## src/hdl/psw_pkg.sv

```systemverilog
// shared constants, types and helpers for the priority scheduler
`timescale 1ns / 1ps

package psw_pkg;

  localparam int MAX_PROCS = 16;
  localparam int IDX_W     = $clog2(MAX_PROCS);
  localparam int CNT_W     = $clog2(MAX_PROCS + 1);
  localparam int BURST_W   = 16;
  localparam int PRIO_W    = 8;
  localparam int TIME_W    = 20;
  localparam int OUT_IDX_W = 4;
  localparam int ENTRY_W   = BURST_W + PRIO_W;

  // sequencer states
  typedef enum logic [2:0] {
    S_IDLE = 3'b001,
    S_SCAN = 3'b010,
    S_EMIT = 3'b100
  } state_e;

  // control from the sequencer to the compare unit
  typedef struct packed {
    logic clear;
    logic sample;
    logic take;
  } sel_ctrl_t;

  // current best candidate held by the compare unit
  typedef struct packed {
    logic               valid;
    logic [IDX_W-1:0]   idx;
    logic [BURST_W-1:0] burst;
    logic [PRIO_W-1:0]  prio;
  } best_t;

  // arrival index reduced or extended to the output index width
  function automatic logic [OUT_IDX_W-1:0] to_out_idx(input logic [IDX_W-1:0] idx);
    logic [IDX_W+OUT_IDX_W-1:0] ext;
    ext = {{OUT_IDX_W{1'b0}}, idx};
    return ext[OUT_IDX_W-1:0];
  endfunction

endpackage

```

## src/hdl/priority_schedule_wait_times.sv

```systemverilog
// Non-preemptive priority scheduler top level: store, sequencer and result registers.
// An item without the end mark is stored while the store has room; busy stays low.
// After the item with the end mark, each of the n held entries takes one selection pass:
// the pass reads the entry ram once per entry through the compare unit.
// Results are emitted one per pass and never stall.
// Reset clears the entry count, the sequencer and the strobe; stored entries stay undefined.
`timescale 1ns / 1ps

module priority_schedule_wait_times (
  input  logic                          clk_i,
  input  logic                          rst_ni,
  input  logic                          start,
  output logic                          busy,
  input  logic [psw_pkg::BURST_W-1:0]   burst_time_i,
  input  logic [psw_pkg::PRIO_W-1:0]    priority_level_i,
  input  logic                          last_process_i,
  output logic                          result_valid_o,
  output logic [psw_pkg::OUT_IDX_W-1:0] process_index_o,
  output logic [psw_pkg::BURST_W-1:0]   burst_out_o,
  output logic [psw_pkg::PRIO_W-1:0]    priority_out_o,
  output logic [psw_pkg::TIME_W-1:0]    waiting_time_o,
  output logic [psw_pkg::TIME_W-1:0]    turnaround_time_o,
  output logic                          last_result_o
);
  import psw_pkg::*;

  state_e             state_q, state_d;
  logic [CNT_W-1:0]   count_q, count_d;
  logic [CNT_W-1:0]   rd_addr_q, rd_addr_d;
  logic               rd_pend_q, rd_pend_d;
  logic [IDX_W-1:0]   rd_idx_q, rd_idx_d;
  logic [CNT_W-1:0]   emitted_q, emitted_d;
  logic [TIME_W-1:0]  elapsed_q, elapsed_d;
  logic               res_vld_q, res_vld_d;

  logic [OUT_IDX_W-1:0] res_idx_q;
  logic [BURST_W-1:0]   res_burst_q;
  logic [PRIO_W-1:0]    res_prio_q;
  logic [TIME_W-1:0]    res_wait_q;
  logic [TIME_W-1:0]    res_turn_q;
  logic                 res_last_q, res_last_d;

  logic               accept;
  logic               wr_en;
  logic [ENTRY_W-1:0] rd_data;
  logic [TIME_W-1:0]  turn_sum;
  sel_ctrl_t          sel_ctrl;
  best_t              best;

  assign accept   = start && (state_q == S_IDLE);
  assign wr_en    = accept && (count_q < CNT_W'(MAX_PROCS));
  assign turn_sum = elapsed_q + TIME_W'(best.burst);

  // entry store: burst in the upper bits, priority in the lower bits
  psw_ram #(
    .WIDTH(ENTRY_W),
    .DEPTH(MAX_PROCS)
  ) u_store (
    .clk_i  (clk_i),
    .we_i   (wr_en),
    .waddr_i(count_q[IDX_W-1:0]),
    .wdata_i({burst_time_i, priority_level_i}),
    .raddr_i(rd_addr_q[IDX_W-1:0]),
    .rdata_o(rd_data)
  );

  psw_sel u_sel (
    .clk_i     (clk_i),
    .rst_ni    (rst_ni),
    .ctrl_i    (sel_ctrl),
    .rd_idx_i  (rd_idx_q),
    .rd_burst_i(rd_data[ENTRY_W-1:PRIO_W]),
    .rd_prio_i (rd_data[PRIO_W-1:0]),
    .best_o    (best)
  );

  // sequencer: store items, then one selection pass per result
  always_comb begin
    state_d    = state_q;
    count_d    = count_q;
    rd_addr_d  = rd_addr_q;
    rd_pend_d  = 1'b0;
    rd_idx_d   = rd_idx_q;
    emitted_d  = emitted_q;
    elapsed_d  = elapsed_q;
    res_vld_d  = 1'b0;
    res_last_d = 1'b0;
    sel_ctrl   = '0;
    unique case (state_q)
      S_IDLE: begin
        if (accept) begin
          if (wr_en) begin
            count_d = count_q + CNT_W'(1);
          end
          if (last_process_i) begin
            state_d        = S_SCAN;
            rd_addr_d      = '0;
            emitted_d      = '0;
            elapsed_d      = '0;
            sel_ctrl.clear = 1'b1;
          end
        end
      end
      S_SCAN: begin
        sel_ctrl.sample = rd_pend_q;
        if (rd_addr_q < count_q) begin
          rd_pend_d = 1'b1;
          rd_idx_d  = rd_addr_q[IDX_W-1:0];
          rd_addr_d = rd_addr_q + CNT_W'(1);
        end else if (!rd_pend_q) begin
          state_d = S_EMIT;
        end
      end
      S_EMIT: begin
        sel_ctrl.take = 1'b1;
        res_vld_d     = 1'b1;
        elapsed_d     = turn_sum;
        emitted_d     = emitted_q + CNT_W'(1);
        if (emitted_q + CNT_W'(1) == count_q) begin
          res_last_d = 1'b1;
          count_d    = '0;
          state_d    = S_IDLE;
        end else begin
          rd_addr_d = '0;
          state_d   = S_SCAN;
        end
      end
      default: begin
        state_d = S_IDLE;
      end
    endcase
  end

  // control registers
  always_ff @(posedge clk_i or negedge rst_ni) begin
    if (!rst_ni) begin
      state_q   <= S_IDLE;
      count_q   <= '0;
      rd_addr_q <= '0;
      rd_pend_q <= 1'b0;
      emitted_q <= '0;
      elapsed_q <= '0;
      res_vld_q <= 1'b0;
    end else begin
      state_q   <= state_d;
      count_q   <= count_d;
      rd_addr_q <= rd_addr_d;
      rd_pend_q <= rd_pend_d;
      emitted_q <= emitted_d;
      elapsed_q <= elapsed_d;
      res_vld_q <= res_vld_d;
    end
  end

  // result payload, loaded while emitting
  always_ff @(posedge clk_i) begin
    rd_idx_q <= rd_idx_d;
    if (state_q == S_EMIT) begin
      res_idx_q   <= to_out_idx(best.idx);
      res_burst_q <= best.burst;
      res_prio_q  <= best.prio;
      res_wait_q  <= elapsed_q;
      res_turn_q  <= turn_sum;
      res_last_q  <= res_last_d;
    end
  end

  assign busy              = (state_q != S_IDLE);
  assign result_valid_o    = res_vld_q;
  assign process_index_o   = res_idx_q;
  assign burst_out_o       = res_burst_q;
  assign priority_out_o    = res_prio_q;
  assign waiting_time_o    = res_wait_q;
  assign turnaround_time_o = res_turn_q;
  assign last_result_o     = res_last_q;

  // a strobe only follows an emit cycle
  assert property (@(posedge clk_i) disable iff (!rst_ni)
    result_valid_o |-> $past(state_q == S_EMIT))
    else $error("result strobe without a preceding emit cycle");

  // an emit cycle always has a pending candidate
  assert property (@(posedge clk_i) disable iff (!rst_ni)
    (state_q == S_EMIT) |-> best.valid)
    else $error("emit cycle without a selected entry");

  // the scan address never runs past the held entries
  assert property (@(posedge clk_i) disable iff (!rst_ni)
    (state_q == S_SCAN) |-> (rd_addr_q <= count_q))
    else $error("scan address beyond entry count");

  // the entry count stays within capacity
  assert property (@(posedge clk_i) disable iff (!rst_ni)
    count_q <= CNT_W'(MAX_PROCS))
    else $error("entry count beyond capacity");

endmodule

```

## src/hdl/psw_ram.sv

```systemverilog
// generic single-write, single-read ram with registered read data
`timescale 1ns / 1ps

module psw_ram #(
  parameter int WIDTH = 8,
  parameter int DEPTH = 16
) (
  input  logic                     clk_i,
  input  logic                     we_i,
  input  logic [$clog2(DEPTH)-1:0] waddr_i,
  input  logic [WIDTH-1:0]         wdata_i,
  input  logic [$clog2(DEPTH)-1:0] raddr_i,
  output logic [WIDTH-1:0]         rdata_o
);

  logic [WIDTH-1:0] mem [DEPTH];

  // write port and registered read port
  always_ff @(posedge clk_i) begin
    if (we_i) begin
      mem[waddr_i] <= wdata_i;
    end
    rdata_o <= mem[raddr_i];
  end

endmodule

```

## src/hdl/psw_sel.sv

```systemverilog
// shared compare unit: tracks the pending entry with the lowest priority value in a scan
`timescale 1ns / 1ps

module psw_sel (
  input  logic                        clk_i,
  input  logic                        rst_ni,
  input  psw_pkg::sel_ctrl_t          ctrl_i,
  input  logic [psw_pkg::IDX_W-1:0]   rd_idx_i,
  input  logic [psw_pkg::BURST_W-1:0] rd_burst_i,
  input  logic [psw_pkg::PRIO_W-1:0]  rd_prio_i,
  output psw_pkg::best_t              best_o
);
  import psw_pkg::*;

  best_t                best_q, best_d;
  logic [MAX_PROCS-1:0] done_q, done_d;
  logic                 better;

  // strict compare keeps the earliest arrival on equal priority
  assign better = ctrl_i.sample && !done_q[rd_idx_i] &&
                  (!best_q.valid || (rd_prio_i < best_q.prio));

  always_comb begin
    best_d = best_q;
    done_d = done_q;
    if (ctrl_i.clear) begin
      best_d.valid = 1'b0;
      done_d       = '0;
    end else if (ctrl_i.take) begin
      best_d.valid         = 1'b0;
      done_d[best_q.idx]   = 1'b1;
    end else if (better) begin
      best_d.valid = 1'b1;
      best_d.idx   = rd_idx_i;
      best_d.burst = rd_burst_i;
      best_d.prio  = rd_prio_i;
    end
  end

  // candidate and done bits, all cleared on reset
  always_ff @(posedge clk_i or negedge rst_ni) begin
    if (!rst_ni) begin
      best_q <= '0;
      done_q <= '0;
    end else begin
      best_q <= best_d;
      done_q <= done_d;
    end
  end

  assign best_o = best_q;

endmodule
```

## config.mk

```make
export PLATFORM = sky130hd
export DESIGN_NAME = priority_schedule_wait_times
export DESIGN_NICKNAME = d
export VERILOG_FILES = /design/src/hdl/psw_pkg.sv /design/src/hdl/priority_schedule_wait_times.sv /design/src/hdl/psw_ram.sv /design/src/hdl/psw_sel.sv
export SDC_FILE = /design/constraint.sdc
export NUM_CORES = 1
export LEC_CHECK = 0
export BUFFER_PORTS_ARGS = -buffer_cell sky130_fd_sc_hd__buf_4
export CORE_ASPECT_RATIO = 1.25
export CORE_MARGIN = 2
export CORE_UTILIZATION = 50
export CTS_CLUSTER_DIAMETER = 40
export CTS_CLUSTER_SIZE = 24
export DETAILED_ROUTE_END_ITERATION = 12
export GPL_TIMING_DRIVEN = 1
export HOLD_SLACK_MARGIN = 0.08
export PLACE_DENSITY_LB_ADDON = 0.2
export SYNTH_ARGS = -nofsm -noshare
export SYNTH_HDL_FRONTEND = slang
export SYNTH_HIERARCHICAL = 1
export SYNTH_SLANG_ARGS = --single-unit
```

## constraint.sdc

```tcl
create_clock -name clk_i -period 4.1 [get_ports clk_i]
set_input_delay 0 -clock clk_i [delete_from_list [all_inputs] [get_ports clk_i]]
set_output_delay 0 -clock clk_i [all_outputs]
set_load 0.03 [all_outputs]
```

# Yosys cells after proc, flatten, opt, wreduce, memory -nomap -nowiden
# Memory sizes are Yosys's and may differ from the RTL's. A register that Yosys moved wholly into a read port is not among the register bits.
# Cells that the tools add are included.
[word_totals]
latchBits = 0
regBits = 158
rom_bits = 0
elab_cells = 102
memories = 1
out_inout_bits = 71
ram_bits = 384
in_bits = 28
[op_classes]
add_sub_neg = 4
n_bitwise = 3
n_reduce_logical = 18
eq_ne = 13
mux = 38
multipliers = 0
order_cmp = 6
shift = 0
n_div = 0
[memory_table]
columns = ["memory", "depth", "width", "rd", "rd_clocked_by_memory_dff", "write_ports", "line_no", "rtl"]
rows = [
  ["u_store.mem", 16, 24, 1, 1, 1, "psw_ram.sv:16", "logic [WIDTH-1:0] mem [DEPTH];"],
]
[ops]
columns = ["operator", "count"]
rows = [
  ["$mux 20", 2],
  ["$pmux 20 s2", 1],
  ["$mux 5", 7],
  ["$mux 16", 2],
  ["$mux 29", 1],
  ["$add 20x16->20", 1],
  ["$pmux 5 s2", 2],
  ["$or 16x16->16", 1],
  ["$add 5x1->5 const B", 3],
  ["$pmux 5 s3", 1],
  ["$mux 1", 14],
  ["$ne 2x2->1 const B", 7],
  ["$mux 3", 4],
  ["$lt 4x5->1 const B", 2],
  ["$pmux 3 s3", 1],
  ["$lt 8x8->1", 1],
  ["$reduce_and 4->1", 2],
  ["$reduce_and 3->1", 2],
  ["$reduce_bool 3->1", 2],
  ["$eq 5x5->1", 1],
  ["$logic_and 1x1->1", 5],
  ["$lt 5x5->1", 1],
  ["$lt 5x5->1 const B", 1],
  ["$reduce_and 5->1", 1],
  ["14 further kinds", 17],
]

# Longest topological paths before layout
# Gate-level depths: netlist of the first run.
[logic_depth]
word_depth = 8
depth_mapped = 10
mapped_depth_nobuf = 9

# Hierarchy
# Netlist of the first run, hierarchy kept.
[modules_own_cells]
columns = ["mod", "instances", "cells_per_inst", "area_per_inst_um2", "seq_area_each_um2"]
rows = [
  ["psw_ram", 1, 636, 14930.6, 12011.5],
  ["priority_schedule_wait_times", 1, 372, 5006.1, 3194.3],
  ["psw_sel", 1, 163, 2042.0, 1126.1],
]

# Worst setup path before layout of the first run
# Ideal clock, no wire load.
[synth_path]
path_type = "flip-flop to flip-flop"
start = "register state_q[0]"
end = "register u_sel.best_q (netlist bit u_sel/best_o[5])"
required_time_ps = 3973
setup_time_ps = 127
stages_incl_launch_ff = 11
t_arrival_ps = 4131
path_buffers = 3
period_less_slack_ps = 4259
setup_slack_ps = -159
path_cell_list = "dfstp_2 -> nand2b_1 -> or2_2 -> buf_2 -> clkinv_1 -> buf_1 -> nor2_1 -> o21ai_0 -> a221oi_4 -> buf_6 -> mux2_1"
[synth_between]
word_cells_on_any_way = 13
cone_classes = "eq/ne (3); mux (4); bitwise (2); reduce/logical (4)"
[synth_lines]
columns = ["element", "line_no", "rtl"]
rows = [
  ["start, declared", "priority_schedule_wait_times.sv:27", "state_e state_q, state_d;"],
  ["start signal, assigned", "priority_schedule_wait_times.sv:145", "state_q <= state_d;"],
  ["$eq 3x3->1", "n/a", ""],
  ["$mux 1", "n/a", ""],
  ["via res_vld_d", "priority_schedule_wait_times.sv:34", "logic res_vld_q, res_vld_d;"],
  ["$not 1->1 (no source line)", "n/a", ""],
  ["$reduce_and 3->1 (no source line)", "n/a", ""],
  ["end signal, assigned", "psw_sel.sv:46", "best_q <= best_d;"],
  ["end, declared", "psw_sel.sv:15", "best_t best_q, best_d;"],
]
# The timed path passes the listed nets, and every way through them passes these cells.
# A chain may end at the register's enable or synchronous reset.

# Final worst setup path of the first run
[layout_path]
start = "register state_q[0]"
end = "memory u_store/mem[4][22] (netlist name), enable pin"
[layout_between]
elab_chain_len = 5
[layout_rtl]
columns = ["element", "line_no", "rtl"]
rows = [
  ["$eq 3x1->1", "priority_schedule_wait_times.sv:50", "assign accept = start && (state_q == S_IDLE);"],
  ["$logic_and 1x1->1", "priority_schedule_wait_times.sv:50", ""],
  ["$logic_and 1x1->1", "priority_schedule_wait_times.sv:51", "assign wr_en = accept && (count_q < CNT_W'(MAX_PROCS));"],
  ["via wr_en", "priority_schedule_wait_times.sv:44", "logic wr_en;"],
  ["$mux 1", "psw_ram.sv:20", "if (we_i) begin"],
  ["$mux 1 (implied by the code)", "psw_ram.sv:21", "mem[waddr_i] <= wdata_i;"],
  ["end, declared", "psw_ram.sv:16", ""],
]
# The timed path passes the listed nets, and every way through them passes these cells.

==> results_dict.tcl, run 1 <==
set metrics [dict create \
    status "completed" \
    drc 0 \
    cp_cell_sequence "nor3b_1, nand3_1, inv_1, nand3b_1, nor3_2, buf_4" \
    skew_ps 17.2 \
    final_antenna_net_count 0 \
    clkSinkCount 566 \
    dr.pass1.iters 5 \
    routed-wl-met2_um 22400 \
    synth_area_mm2 0.0220 \
    r2r_start "state_q[0]$_DFFE_PN1P_" \
    grt_pass1_vias 11561 \
    top_layer "met4" \
    placedInstanceArea_mm2 0.0236 \
    hp-class "input port to register" \
    relSlewSlack 0.349 \
    finalSetupViolCount 0 \
    synthesis.nets 1230 \
    grtUsageTotal 0.199 \
    cts_max_level 2 \
    initial_core_util 0.508 \
    slew_viol_final 0 \
    vias 11247 \
    final.setup.tns_ps 0 \
    wire_per_inst_um 22.6 \
    cts-buffers-inserted 53 \
    num_antenna_cells 0 \
    hold_viol 0 \
    clk_latency_ps 590 \
    cap_viol_max_count 0 \
    die_w_um 192 \
    powerDensity_mw_per_mm2 525 \
    synth_edf_count 457 \
    synthArstFlopShare 0.150 \
    clock_path_buffers 3 \
    place_ws_ps 1170 \
    drive_gt1_frac 0.277 \
    rsz0062_at_grt "false" \
    die_h_um 238 \
    synth.avg_cell_area_um2 18.8 \
    grt_max_degree 65 \
    required_ps 4360 \
    wl_met1_um 18300 \
    critPathKind "register to register" \
    hold_start "burst_time_i[14]" \
    ir_drop_uv 340 \
    first_iter_violations 776 \
    crit_buf_inv 2 \
    worst_hold_slack_ps 256 \
    endpoint_kind "register" \
    synth_top_area_frac 0.624 \
    worstPathArrival_ps 3240 \
    cts-resized-gates 0 \
    place.gp.congestion 0.795 \
    worst_slack_ps 1120 \
    area_growth_pct 17.2 \
    die_area_mm2 0.0457 \
    path_clk_slew_ps 70 \
    ys_ff_latch 566 \
    yosysTopAreaCell "edfxtp_1" \
    syn_inst 1171 \
    ys_seq_area_frac 0.743 \
    finalCritPeriodShare 0.726 \
    ys.flop_type "edfxtp_1" \
    fin_nets 1395 \
    crit_path_start "state_q[0]$_DFFE_PN1P_" \
    synth_area_leaders "edfxtp_1 (62%), mux4_2 (9.9%), dfrtp_1 (9.6%), dfxtp_1 (2.2%), ha_1 (1.7%)" \
    row_count 85 \
    worst_slew_pin_slew_ps 976 \
    dp_hpwl_um 26500 \
    n_fill_cell 3114 \
    p_leak_nw 9.20 \
    synth_cell_types 67 \
    ys_warn_count 6 \
    stdcell_count 1944 \
    slowest_stage "nor3_2" \
    antenna_found_initial 0 \
    critPathMaxFanout 17 \
    dp_cells 1816 \
    design_area_mm2 0.0258 \
    dr_wl_met3_um 2030 \
    fmax_mhz 336 \
    grt_pass1_wl_um 67900 \
    slowest_delay_ps 580 \
    port_buffers 98 \
    startpoint_type "register" \
    cp_top_family "simple AND/OR/NAND/NOR gates" \
    wl_um 44000 \
    cts_tree "built" \
    core-area_mm2 0.0433 \
    r2r_slack_ps 1120 \
    floorplan.io_pins 99 \
    grt-ovfl-total 0 \
    min_period_ps 2980 \
    vias_per_cell 5.79 \
    cts_root_buf "clkbuf_16" \
]
[worst reg2reg max path, cell delays in order, from the launching register on]
cell and delay [ps]:
dfstp_2 540, nor3b_1 330, nand3_1 220, inv_1 290, nand3b_1 280, nor3_2 580
buf_4 400
[report_power, final]
group | internal, mW | switching (mW)
clock network | 2.96 | 2.23
registers | 6.38 | 0.231
logic | 0.928 | 0.779
[cells in the mapped netlist (all sizes together) (10+ instances only)]
cell / number
nand3: 13
nor3: 10
a31oi: 11
edfxtp: 457
a21oi: 29
ha: 30
clkbuf: 27
a22oi: 48
dfxtp: 24
xnor2: 16
mux4: 97
mux2: 29
nor2: 46
buf: 25
nand2: 47
a22o: 15
dfrtp: 84
o21ai: 21
inv: 23
[final timing paths]
path / depth (start not counted) / endpoint
worst max-delay path: 6 / u_store/mem[4][22]$_DFFE_PP_
worst min-delay path: 2 / u_store/mem[11][22]$_DFFE_PP_
worst max register to register: 6 / u_store/mem[4][22]$_DFFE_PP_
worst min register to register: 1 / state_q[2]$_DFFE_PN0P_
max in group asynchronous: 4 / rd_addr_q[1]$_DFFE_PN0P_
min in group asynchronous: 4 / elapsed_q[12]$_DFFE_PN0P_
[timing repair]
item                      CTS  global route
hold buffers               30             0
hold endpoints to repair  454             0
buffers inserted            0             0
[layout make-up]
| type | count | area, um^2 | area share |
|---|---|---|---|
| Timing Repair Buffer | 162 | 1400 | 0.0542 |
| Clock inverter | 41 | 539 | 0.0209 |
| Inverter | 24 | 91.3 | 0.00355 |
| Tap cell | 565 | 707 | 0.0275 |
| Sequential cell | 566 | 16300 | 0.634 |
| Multi-Input combinational cell | 529 | 5340 | 0.207 |
| Clock buffer | 57 | 1340 | 0.0521 |
[routing by layer]
metal  GRT usage  up-vias
met5           0        -
met4      0.0667        0
met3      0.0293       84
met2       0.339      308
met1       0.262     5812
li1            -     5043
[logic make-up (layout without fill, tap and decap cells)]
kind of cell | count (synthesis) | after routing | synth area share
mux | 135 | 135 | 0.118
fa+ha+maj | 31 | 31 | 0.0180
compound gates | 171 | 171 | 0.0573
xor+xnor | 25 | 25 | 0.00996
buf+inv | 76 | 284 | 0.0167
simple gates | 167 | 167 | 0.0367
flops | 566 | 566 | 0.743
[stage by stage]
step	util	power (mW)
after global routing	0.595	14.0
final	0.595	13.5
after CTS	0.595	13.7
after floorplan	-	7.97
after detailed placement	0.544	8.44
after global placement	0.544	8.43
[placed cells by master, fill, tap and decap left out, types with 10 or more instances in the layout]
cell           synthesis  routed
inv_1                 23      23
a22oi_1               48      48
clkbuf_16              0      53
nor2_1                46      33
edfxtp_1             457     457
buf_4                  0     125
xnor2_1               16      16
ha_1                  30      30
nand3_1               13      13
mux4_2                97      97
dfxtp_1               24      24
mux2_2                27      27
o21ai_0               20      20
nor2_2                 0      13
nand2_1               47      47
dfrtp_1               84      82
a22o_1                15      15
dlygate4sd3_1          0      29
a31oi_1               10      10
a21oi_1               28      28
[state kept, by name (all words and copies together) (netlist names)]
register / flops
burst_out_o: 16
count_q: 5
elapsed_q: 20
emitted_q: 5
last_result_o: 1
priority_out_o: 8
process_index_o: 4
rd_addr_q: 5
rd_idx_q: 4
rd_pend_q: 1
result_valid_o: 1
state_q: 3
turnaround_time_o: 20
u_sel/best_o: 29
u_sel/done_q: 16
u_store/mem: 384
u_store/rdata_o: 24
waiting_time_o: 20
No activity file was read; power rests on OpenSTA's default activity.
==> run 2, diff against run 1 <==
==> constraint.sdc (replaced) <==
create_clock -name clk_i -period 2.83 [get_ports clk_i]
set_input_delay 0 -clock clk_i [delete_from_list [all_inputs] [get_ports clk_i]]
set_output_delay 0 -clock clk_i [all_outputs]
set_load 0.03 [all_outputs]
==> results_dict.tcl, run 2 (synthesis gave the netlist of run 1 again) <==
set metrics [dict create \
    cts_tree "built" \
    use_met3 0.0325 \
    crit_buf_inv 1 \
    use_met1 0.261 \
    startpoint_type "register" \
    skew_ps 15.5 \
    vias 11296 \
    clkSinkCount 566 \
    regMostFlops "u_store/mem" \
    die_h_um 238 \
    p_leak_nw 9.33 \
    grt_pass1_wl_um 68600 \
    place.gp.congestion 0.820 \
    endpoint_kind "register" \
    powerDensity_mw_per_mm2 759 \
    rsz0062_at_grt "false" \
    area_growth_pct 18.5 \
    grt-busiest-layer "met2" \
    fmax_mhz 393 \
    largest_reg_flops 384 \
    first_iter_violations 814 \
    stdcell_count 1961 \
    grtUsageMet2 0.346 \
    core-area_mm2 0.0433 \
    wire_per_inst_um 22.5 \
    postCtsSetupBuffers 0 \
    final_antenna_net_count 0 \
    cts-buffers-inserted 53 \
    hold_viol 0 \
    worstPathArrival_ps 3000 \
    final_common_cell "edfxtp_1" \
    grt_max_degree 91 \
    dr.pass1.iters 5 \
    cts_max_level 2 \
    fin_total_pwr_mw 19.8 \
    num_antenna_cells 0 \
    worst_hold_slack_ps 286 \
    finalSetupViolCount 0 \
    vias_per_cell 5.76 \
    row_count 85 \
    floorplan.io_pins 99 \
    slew_viol_final 0 \
    cts_root_buf "clkbuf_16" \
    mostFrequentLayoutCells "edfxtp_1 (457), buf_4 (130), mux4_2 (97)" \
    clock_path_buffers 3 \
    grt-ovfl-total 0 \
    drive_gt1_frac 0.287 \
    cp_cell_sequence "ha_1, inv_1, fa_1, nor2b_1, o211ai_1, a21oi_1, a31oi_2, o311ai_0, o41ai_1" \
    path_clk_slew_ps 70 \
    status "completed" \
    finalCritPeriodShare 0.900 \
    cap_viol_max_count 0 \
    port_buffers 98 \
    critPathKind "register to register" \
    required_ps 3280 \
    critPathMaxFanout 6 \
    grtUsageTotal 0.200 \
    worst_slack_ps 284 \
    ir_drop_uv 616 \
    drc 0 \
    dp_cells 1831 \
    wl_um 44100 \
    initial_core_util 0.508 \
    min_period_ps 2550 \
    hp-class "input port to register" \
    grt_pass1_vias 11901 \
    relSlewSlack 0.351 \
    slowest_delay_ps 420 \
    clk_latency_ps 590 \
    slowest_stage "fa_1" \
    cp_top_family "compound AO/OA/AOI/OAI gates" \
    fin_nets 1410 \
    die_area_mm2 0.0457 \
    die_w_um 192 \
    dp_hpwl_um 27800 \
    place_ws_ps 161 \
    worst_slew_pin_slew_ps 969 \
    antenna_found_initial 0 \
]
==> run 2: changes by cell type in the layout (fill, tap and decap cells not counted), moves of 3 or more <==
cell        change
buf_12          +9
buf_4           +5
nor3_2          -4
nor3_4          +4
bufinv_16       -3
clkinvlp_4      -3
==> run 2: routing by layer <==
layer,vias to the layer above,wire [um]
met3,67,2170
met1,5858,18200
li1,5074,-
met5,-,0
met4,0,1020
met2,297,22800
==> run 2: timing repair <==
item,CTS,global route
gates resized for setup,0,3
endpoints found under the setup margin,0,2
endpoints found under the hold margin,476,0
hold buffers,30,0
==> run 2: path summary, 6_finish.rpt <==
kind	cells past startpoint	slack, ps	end	start
worst max-delay path	9	280	elapsed_q[18]$_DFFE_PN0P_	elapsed_q[0]$_DFFE_PN0P_
worst min-delay path	2	290	u_store/mem[9][11]$_DFFE_PP_	burst_time_i[3]
worst max register to register	9	280	elapsed_q[18]$_DFFE_PN0P_	elapsed_q[0]$_DFFE_PN0P_
worst min register to register	1	450	u_sel/best_o[8]$_DFFE_PN0P_	u_store/rdata_o[8]$_DFF_P_
max in group asynchronous	4	1980	rd_addr_q[0]$_DFFE_PN0P_	rst_ni
min in group asynchronous	3	550	state_q[0]$_DFFE_PN1P_	rst_ni
==> run 2: stage by stage <==
step,TNS [ps],area [um^2],util
after floorplan,-23220,22000,-
after global placement,0,23800,0.550
after detailed placement,0,23800,0.550
after CTS,0,26000,0.601
after global routing,0,26000,0.602
final,0,26000,0.602
==> run 2: final cells by class <==
cell class / instances / area, um^2
Fill cell: 3129 / 17200
Sequential cell: 566 / 16300
Multi-Input combinational cell: 529 / 5360
Timing Repair Buffer: 177 / 1640
Clock buffer: 57 / 1380
Tap cell: 565 / 707
Clock inverter: 43 / 512
Inverter: 24 / 91.3
==> run 2: where the power goes <==
part | switching [mW] | leakage (nW) | internal (mW)
clock network | 3.32 | 0.928 | 4.17
logic | 1.32 | 2.84 | 1.45
registers | 0.239 | 5.56 | 9.25
total | 4.88 | 9.33 | 14.9
==> run 3, diff against run 2 <==
--- a/config.mk
+++ b/config.mk
@@ -5,6 +5,7 @@
 export SDC_FILE = /design/constraint.sdc
 export NUM_CORES = 1
 export LEC_CHECK = 0
+export ABC_AREA = 1
 export BUFFER_PORTS_ARGS = -buffer_cell sky130_fd_sc_hd__buf_4
 export CORE_ASPECT_RATIO = 1.25
 export CORE_MARGIN = 2
==> results_dict.tcl, run 3 <==
set metrics [dict create \
    vias_per_cell 5.14 \
    powerDensity_mw_per_mm2 805 \
    clk_latency_ps 620 \
    num_antenna_cells 0 \
    synth_top_area_frac 0.564 \
    synth_area_leaders "edfxtp_1 (56%), nand2_1 (11%), dfrtp_1 (8.6%), nand3_1 (6.9%), inv_1 (5.7%)" \
    cts_root_buf "clkbuf_16" \
    dp_hpwl_um 35100 \
    mostFrequentLayoutCells "nand2_1 (718), edfxtp_1 (457), inv_1 (368)" \
    first_iter_violations 1337 \
    dp_cells 3039 \
    syn_inst 2346 \
    synthArstFlopShare 0.150 \
    placedInstanceArea_mm2 0.0261 \
    min_period_ps 2570 \
    r2r_start "count_q[1]$_DFFE_PN0P_" \
    slew_viol_final 0 \
    synth_cell_types 46 \
    area_growth_pct 16.9 \
    r2r_slack_ps 260 \
    hold_viol 0 \
    cts_max_level 2 \
    core-area_mm2 0.0482 \
    skew_ps 33.2 \
    n_fill_cell 4004 \
    finalCritPeriodShare 0.910 \
    cts-buffers-inserted 55 \
    status "completed" \
    dr.pass1.iters 5 \
    row_count 90 \
    ys_ff_latch 566 \
    ys.flop_type "edfxtp_1" \
    synth.avg_cell_area_um2 10.4 \
    utilization 0.590 \
    die_h_um 251 \
    antenna_found_initial 0 \
    final_common_cell "nand2_1" \
    clkSinkCount 566 \
    place.gp.congestion 0.884 \
    clock_path_buffers 3 \
    crit_buf_inv 2 \
    grt_pass1_vias 15593 \
    fin_nets 2541 \
    grtUsageTotal 0.219 \
    die_w_um 201 \
    rsz0062_at_grt "false" \
    r2r_end "rd_addr_q[2]$_DFFE_PN0P_" \
    slowest_delay_ps 590 \
    die_area_mm2 0.0505 \
    endpoint_kind "register" \
    port_buffers 98 \
    vias 16301 \
    cts_tree "built" \
    critPathKind "register to register" \
    yosysTopAreaCell "edfxtp_1" \
    holdPathEnd "u_store/mem[10][10]$_DFFE_PP_" \
    hold_start "burst_time_i[2]" \
    cp_top_family "simple AND/OR/NAND/NOR gates" \
    grt_pass1_wl_um 86000 \
    reg2reg_depth 12 \
    wl_um 54800 \
    drc 0 \
    synth_area_mm2 0.0243 \
    ys_seq_area_frac 0.671 \
    fmax_mhz 389 \
    synth.most_common_cell "nand2_1" \
    relSlewSlack 0.398 \
    slowest_stage "dlygate4sd3_1" \
    stdcell_count 3172 \
    hp-class "input port to register" \
    hold_depth 2 \
    cp_cell_sequence "inv_1, ha_1, nand2_1, nor2_1, nand2_1, nand4_1, nand3_2, dlygate4sd3_1, nand2_2, nand4_1, nand2_1, nand2_1" \
    critPathMaxFanout 7 \
    crit_path_start "count_q[1]$_DFFE_PN0P_" \
    p_leak_nw 12.4 \
    initial_core_util 0.505 \
    worst_slew_pin_slew_ps 903 \
    path_common_cell "nand2_1" \
    grt_max_degree 99 \
    startpoint_type "register" \
    design_area_mm2 0.0284 \
    regMostFlops "u_store/mem" \
    largest_reg_flops 384 \
    floorplan.io_pins 99 \
    cap_viol_max_count 0 \
    finalSetupViolCount 0 \
    drive_gt1_frac 0.121 \
    wire_per_inst_um 17.3 \
    ir_drop_uv 617 \
    worstPathArrival_ps 3060 \
    required_ps 3320 \
    synthesis.nets 2405 \
    grt-ovfl-total 0 \
    final_antenna_net_count 0 \
    path_clk_slew_ps 80 \
    synth_edf_count 457 \
    ys_warn_count 6 \
    synth_common_cells "nand2_1 (718), edfxtp_1 (457), inv_1 (369)" \
]
==> run 3: changes by cell type in the layout (fill, tap and decap cells not counted), sizes merged, moves of 10 or more <==
| cell | delta |
|---|---|
| a22oi | -48 |
| a31oi | -10 |
| inv | +364 |
| mux2 | -29 |
| mux4 | -97 |
| nand2 | +683 |
| nand3 | +327 |
| o21ai | +21 |
| xnor2 | -12 |
==> run 3: logic make-up after synthesis <==
family / count (synthesis) / share of synthesized area
fa+ha+maj: 31 / 0.0162
xor+xnor: 15 / 0.00540
compound gates: 101 / 0.0237
buf+inv: 474 / 0.0795
simple gates: 1159 / 0.204
flops: 566 / 0.671
==> run 3: what timing repair did <==
item                                    in CTS  in global routing
buffers inserted                             0                  0
endpoints found under the hold margin      510                  0
endpoints found under the setup margin       0                  5
gates resized for setup                      0                  2
hold buffers                                30                  0
==> run 3: cell type report <==
cell class                      count  area [um^2]  share of cell area
Clock buffer                       57         1430              0.0501
Clock inverter                     46          604              0.0212
Inverter                          380         1430              0.0502
Multi-Input combinational cell   1306         6200               0.218
Sequential cell                   566        16300               0.574
Tap cell                          644          806              0.0283
Timing Repair Buffer              173         1640              0.0577
==> run 3: through the flow <==
step	worst slack, ps	setup TNS, ps	hold WS [ps]	total power [mW]
after global placement	333	0	83.8	15.0
final	256	0	233	22.9
after floorplan	-40.5	-11070	-296	13.4
after global routing	30.5	0	232	24.0
after detailed placement	308	0	86.9	15.1
after CTS	142	0	209	23.1
==> run 3: routing by layer <==
metal  part of all wire  wire length, um  up-vias  track usage
met5                  0                0        -            0
met4              0.028             1530        0       0.0674
met1               0.43            23500     7719        0.300
met2               0.48            26200      551        0.361
li1                   -                -     7937            -
met3              0.064             3520       94       0.0367
==> run 3: worst max path at each step <==
stage / slack, ps / endpoint / cells past startpoint
finish: 260 / rd_addr_q[2]$_DFFE_PN0P_ / 12
global route: 30 / rd_addr_q[2]$_DFFE_PN0P_ / 12
global placement: 330 / u_store/mem[13][15]$_DFFE_PP_ / 9
CTS: 140 / rd_addr_q[2]$_DFFE_PN0P_ / 12
floorplan: -40 / u_store/mem[12][0]$_DFFE_PP_ / 8
detailed placement: 310 / u_store/mem[14][21]$_DFFE_PP_ / 9
==> run 3: power breakdown <==
part           leakage (nW)  total, mW  switching, mW  internal, mW
Combinational          5.95       4.59           3.17          1.42
Clock                 0.982       7.93           3.68          4.25
Sequential             5.48       10.4          0.516          9.88
